$ cat src/sv/lrf_pkg.sv
// shared types and constants for the line rasteriser frame unit
package lrf_pkg;

  localparam logic [1:0] MODE_CLEAR = 2'd0;
  localparam logic [1:0] MODE_DRAW  = 2'd1;
  localparam logic [1:0] MODE_READ  = 2'd2;

  localparam logic [7:0] LEVEL_RESET = 8'd255;

  typedef enum logic [2:0] {
    ST_CLEAR,
    ST_IDLE,
    ST_DRAW,
    ST_RD_ADDR,
    ST_RD_DATA
  } lrf_state_t;

  typedef enum logic [1:0] {
    SS_IDLE,
    SS_INIT,
    SS_DEC,
    SS_RUN
  } lrf_step_state_t;

endpackage

$ cat src/sv/lrf_line_stepper.sv
// bresenham line stepper around one shared decision adder
module lrf_line_stepper #(
  parameter int FRAME_SIDE = 256
) (
  input  logic                          clk,
  input  logic                          rst_n,
  input  logic                          go,
  input  logic signed [15:0]            start_row,
  input  logic signed [15:0]            end_row,
  output logic                          done,
  output logic                          px_we,
  output logic [$clog2(FRAME_SIDE)-1:0] px_col,
  output logic [$clog2(FRAME_SIDE)-1:0] px_row
);
  import lrf_pkg::*;

  localparam int CW = $clog2(FRAME_SIDE);
  localparam int MW = 17;
  localparam int DW = 20;
  localparam int RW = 18;
  localparam int XW = CW + 2;
  localparam logic [MW-1:0] SIDE_M1 = MW'(FRAME_SIDE - 1);

  lrf_step_state_t state_r, state_nxt;
  logic signed [15:0]   r0_r, r0_nxt, r1_r, r1_nxt;
  logic [MW-1:0]        major_r, major_nxt, minor_r, minor_nxt, cnt_r, cnt_nxt;
  logic                 rows_major_r, rows_major_nxt, rneg_r, rneg_nxt;
  logic                 plot_r, plot_nxt;
  logic signed [DW-1:0] dec_r, dec_nxt;
  logic signed [RW-1:0] row_r, row_nxt, row_step;
  logic [XW-1:0]        col_r, col_nxt;
  logic signed [DW-1:0] add_a, add_b, add_s;
  logic signed [MW-1:0] diff;
  logic [MW-1:0]        adiff;
  logic                 in_frame;

  assign diff  = MW'(r1_r) - MW'(r0_r);
  assign adiff = diff[MW-1] ? (~diff + 1'b1) : diff;

  // shared decision adder
  always_comb begin
    if (state_r == SS_DEC) begin
      add_a = $signed({2'b00, minor_r, 1'b0});
      add_b = -$signed({3'b000, major_r});
    end else begin
      add_a = dec_r;
      if (!dec_r[DW-1]) begin
        add_b = -$signed({2'b00, major_r, 1'b0});
      end else begin
        add_b = $signed({2'b00, minor_r, 1'b0});
      end
    end
  end
  assign add_s = add_a + add_b;

  assign row_step = rneg_r ? (row_r - RW'(1)) : (row_r + RW'(1));
  assign in_frame = !row_r[RW-1] && (row_r < $signed(RW'(FRAME_SIDE)))
                    && (col_r < XW'(FRAME_SIDE));

  assign px_col = col_r[CW-1:0];
  assign px_row = row_r[CW-1:0];

  always_comb begin
    state_nxt      = state_r;
    r0_nxt         = r0_r;
    r1_nxt         = r1_r;
    major_nxt      = major_r;
    minor_nxt      = minor_r;
    cnt_nxt        = cnt_r;
    rows_major_nxt = rows_major_r;
    rneg_nxt       = rneg_r;
    plot_nxt       = plot_r;
    dec_nxt        = dec_r;
    row_nxt        = row_r;
    col_nxt        = col_r;
    done           = 1'b0;
    px_we          = 1'b0;
    case (state_r)
      SS_IDLE: begin
        if (go) begin
          r0_nxt    = start_row;
          r1_nxt    = end_row;
          state_nxt = SS_INIT;
        end
      end
      SS_INIT: begin
        rneg_nxt = diff[MW-1];
        if (adiff > SIDE_M1) begin
          rows_major_nxt = 1'b1;
          major_nxt      = adiff;
          minor_nxt      = SIDE_M1;
        end else begin
          rows_major_nxt = 1'b0;
          major_nxt      = SIDE_M1;
          minor_nxt      = adiff;
        end
        row_nxt   = RW'(r0_r);
        col_nxt   = '0;
        cnt_nxt   = '0;
        plot_nxt  = 1'b1;
        state_nxt = SS_DEC;
      end
      SS_DEC: begin
        dec_nxt   = add_s;
        state_nxt = SS_RUN;
      end
      SS_RUN: begin
        px_we   = plot_r && in_frame;
        dec_nxt = add_s;
        if (!dec_r[DW-1]) begin
          // minor step
          plot_nxt = 1'b0;
          if (rows_major_r) begin
            col_nxt = col_r + XW'(1);
          end else begin
            row_nxt = row_step;
          end
        end else begin
          // major step
          plot_nxt = 1'b1;
          cnt_nxt  = cnt_r + MW'(1);
          if (rows_major_r) begin
            row_nxt = row_step;
          end else begin
            col_nxt = col_r + XW'(1);
          end
          if (cnt_nxt == major_r) begin
            done      = 1'b1;
            state_nxt = SS_IDLE;
          end
        end
      end
      default: state_nxt = SS_IDLE;
    endcase
  end

  always_ff @(posedge clk) begin
    if (!rst_n) begin
      state_r <= SS_IDLE;
    end else begin
      state_r <= state_nxt;
    end
  end

  always_ff @(posedge clk) begin
    r0_r         <= r0_nxt;
    r1_r         <= r1_nxt;
    major_r      <= major_nxt;
    minor_r      <= minor_nxt;
    cnt_r        <= cnt_nxt;
    rows_major_r <= rows_major_nxt;
    rneg_r       <= rneg_nxt;
    plot_r       <= plot_nxt;
    dec_r        <= dec_nxt;
    row_r        <= row_nxt;
    col_r        <= col_nxt;
  end

endmodule

$ cat config.mk
export PLATFORM = sky130hd
export DESIGN_NAME = lrf_line_stepper
export DESIGN_NICKNAME = d
export VERILOG_FILES = /design/src/sv/lrf_pkg.sv /design/src/sv/lrf_line_stepper.sv
export SDC_FILE = /design/constraint.sdc
export NUM_CORES = 1
export LEC_CHECK = 0
export BUFFER_PORTS_ARGS = -buffer_cell sky130_fd_sc_hd__buf_2
export CORE_UTILIZATION = 50
export CTS_BUF_LIST = sky130_fd_sc_hd__clkbuf_8
export DETAILED_ROUTE_END_ITERATION = 10
export PLACE_DENSITY = 0.78
export REMOVE_ABC_BUFFERS = 1
export SYNTH_ARGS = -nofsm -noshare
export SYNTH_HDL_FRONTEND = slang
export SYNTH_SLANG_ARGS = --single-unit
$ cat constraint.sdc
create_clock -name clk -period 5.9 [get_ports clk]
set_input_delay 0.59 -clock clk [delete_from_list [all_inputs] [get_ports clk]]
set_output_delay 0.59 -clock clk [all_outputs]
set_load 0.03 [all_outputs]
==> results.json <==
{
  "outcome": "complete, no violations",
  "setup_tns_ns": 0,
  "insertion_delay_ns": 0.46,
  "synth.distinct_cells": 78,
  "worstHoldPathCells": 1,
  "hp-start": "start_row[13]",
  "grt_pass1_vias": 6851,
  "ys_warn_count": 0,
  "htreeDepth": 4,
  "r2r-start": "r0_r[0]",
  "drtIter0Drc": 515,
  "wirelength_um": 20000,
  "rr_worst_depth": 13,
  "hold_viol": 0,
  "final_common_cell": "edfxtp_1",
  "rsz0062_at_grt": "no",
  "min_period_ns": 4.50,
  "die_area_mm2": 0.0195,
  "grt.busiest_layer": "met2",
  "drc_errors": 0,
  "die_h_um": 140,
  "synth_ff_type": "edfxtp_1",
  "dp_hpwl_um": 14700,
  "r2r-end": "major_r[4]",
  "cts_tree": "yes",
  "grt_pass1_wl_um": 33500,
  "stdcell_area_mm2": 0.0103,
  "cts_resized": 0,
  "cts_buffers": 17,
  "syn2layout_area_growth_pct": 8.47,
  "syn_area_mm2": 0.00946,
  "fp.dieW_um": 140,
  "ios": 53,
  "grt_util_met2_pct": 35.9,
  "period_share_pct": 76.3,
  "avgSynthCellArea_um2": 10.2,
  "async_flop_share_pct": 0,
  "grt_antenna_before_repair": 0,
  "grt_usage_pct": 21.5,
  "worstHoldPathType": "in2reg",
  "start_util_pct": 51.8,
  "routed_via_density": 5.85,
  "finalSetupViolCount": 0,
  "layout_common_cells": "edfxtp_1 (133), nand2_1 (60), nor2_1 (59)",
  "crit_type": "reg2reg",
  "grt_overflow": 0,
  "cp-end-kind": "flip-flop",
  "reg2reg_slack_ns": 1.40,
  "clkSlewWorstSetupHoldPaths_ns": 0.08,
  "start_kind": "flip-flop",
  "drive_gt1_share_pct": 12.6,
  "critPathMaxFanout": 13,
  "n_antenna_cell": 0,
  "gp_congestion": 0.886,
  "cts.sinks": 135,
  "cp.required_ns": 6.20,
  "cts_hold_buf": 0,
  "finalNetCount": 1062,
  "crit_arrival_ns": 4.80,
  "io_buffers": 52,
  "fmax_mhz": 222,
  "post_cts_buffers": 0,
  "firstDrtPassIters": 5,
  "worstMarginPinSlew_ns": 0.951,
  "core_area_mm2": 0.0183,
  "ys_ff_latch": 135,
  "synth-edff-count": 133,
  "grt_max_degree": 69,
  "wl_per_cell_um": 16.6,
  "root_buffer": "clkbuf_8",
  "placed_area_mm2": 0.00985,
  "slew_viol_final": 0,
  "clock_skew_ns": 0.0179,
  "whs_endpoint": "r0_r[13]",
  "ys_seq_area_share_pct": 42.6,
  "grt_use_met1_pct": 28.2,
  "max_slew_margin_pct": 36.6,
  "met3_usage_pct": 4.44,
  "rows": 49,
  "drv_cap": 0,
  "antenna_left": 0,
  "clockBufferDepth": 2,
  "routed-via-count": 7055,
  "synthCells": 925
}
==> critical path: stages (launching register included) <==
cell and delay, ns:
edfxtp_1 0.42, ha_1 0.26, fa_1 0.41, nand2b_1 0.20, a21oi_1 0.20, o31ai_1 0.14
o21ai_0 0.33, a41o_1 0.45, inv_1 0.28, o21ai_0 0.17, xnor2_1 0.13, a2111o_1 0.46
or4_1 0.67, o21ai_1 0.22
==> state kept, by name, summed over array words and instances (netlist names) <==
name,count
minor_r,17
rows_major_r,1
plot_r,1
r1_r,16
major_r,17
row_r,18
dec_r,19
rneg_r,1
r0_r,16
col_r,10
cnt_r,17
state_r,2
==> how the worst max path moves through the flow <==
stage | cells after the start | start | end | slack, ns
after floorplan | 14 | state_r[0] | dec_r[19] | 1.71
after detailed placement | 13 | r0_r[0] | major_r[4] | 1.52
after global routing | 13 | r0_r[0] | major_r[4] | 1.14
after CTS | 13 | r0_r[0] | major_r[4] | 1.48
final | 13 | r0_r[0] | major_r[4] | 1.40
after global placement | 13 | r0_r[0] | major_r[7] | 1.69
==> synth_stat cells, types with 23 or more instances <==
cell type    n  area, um2
a21oi_1     46        230
edfxtp_1   133       3990
ha_1        59        738
inv_1       42        158
nand2_1     60        225
nand3_1     38        190
nor2_1      59        221
nor2b_1     30        188
nor3_1      23        115
o21ai_0     40        200
xnor2_1     58        508
xor2_1      40        350
==> routing by layer <==
layer	part of all wire [%]	wire length (um)	vias up
li1	-	-	3458
met1	46	9190	3374
met2	48	9530	193
met3	4.9	975	30
met4	1.7	346	0
met5	0	0	-
==> logic make-up after synthesis <==
kind of cell	after synthesis	share of synthesized area (%)
AND/OR/NAND/NOR	307	17.1
AO/OA/AOI/OAI	200	14.2
flip-flops	135	42.6
XOR/XNOR	101	9.78
buffers and inverters	87	4.23
adder cells (fa/ha/maj)	62	8.44
multiplexers	31	3.52
other	2	0.0794
==> per-stage QoR <==
stage / instances / hold WS, ns / worst slack (ns) / utilization (%)
5_1_grt: 1207 / 0.278 / 1.14 / 56.2
3_5_place_dp: 1175 / 0.512 / 1.52 / 53.9
6_report: 1207 / 0.302 / 1.40 / 56.2
3_3_place_gp: 1175 / 0.491 / 1.69 / 53.9
4_1_cts: 1207 / 0.285 / 1.48 / 56.2
2_1_floorplan: 888 / 0.469 / 1.71 / -
==> cell type report <==
cell class / count / area [um2]
multi-input combinational: 711 / 5060
inverter: 42 / 158
sequential: 135 / 4030
clock buffer: 17 / 234
fill: 1573 / 8010
timing repair buffer: 58 / 305
tap: 229 / 287
clock inverter: 15 / 184
Power is left out: the tool's default activity adds up to more than one toggle a clock period on the data nets, which glitch-free logic cannot reach.
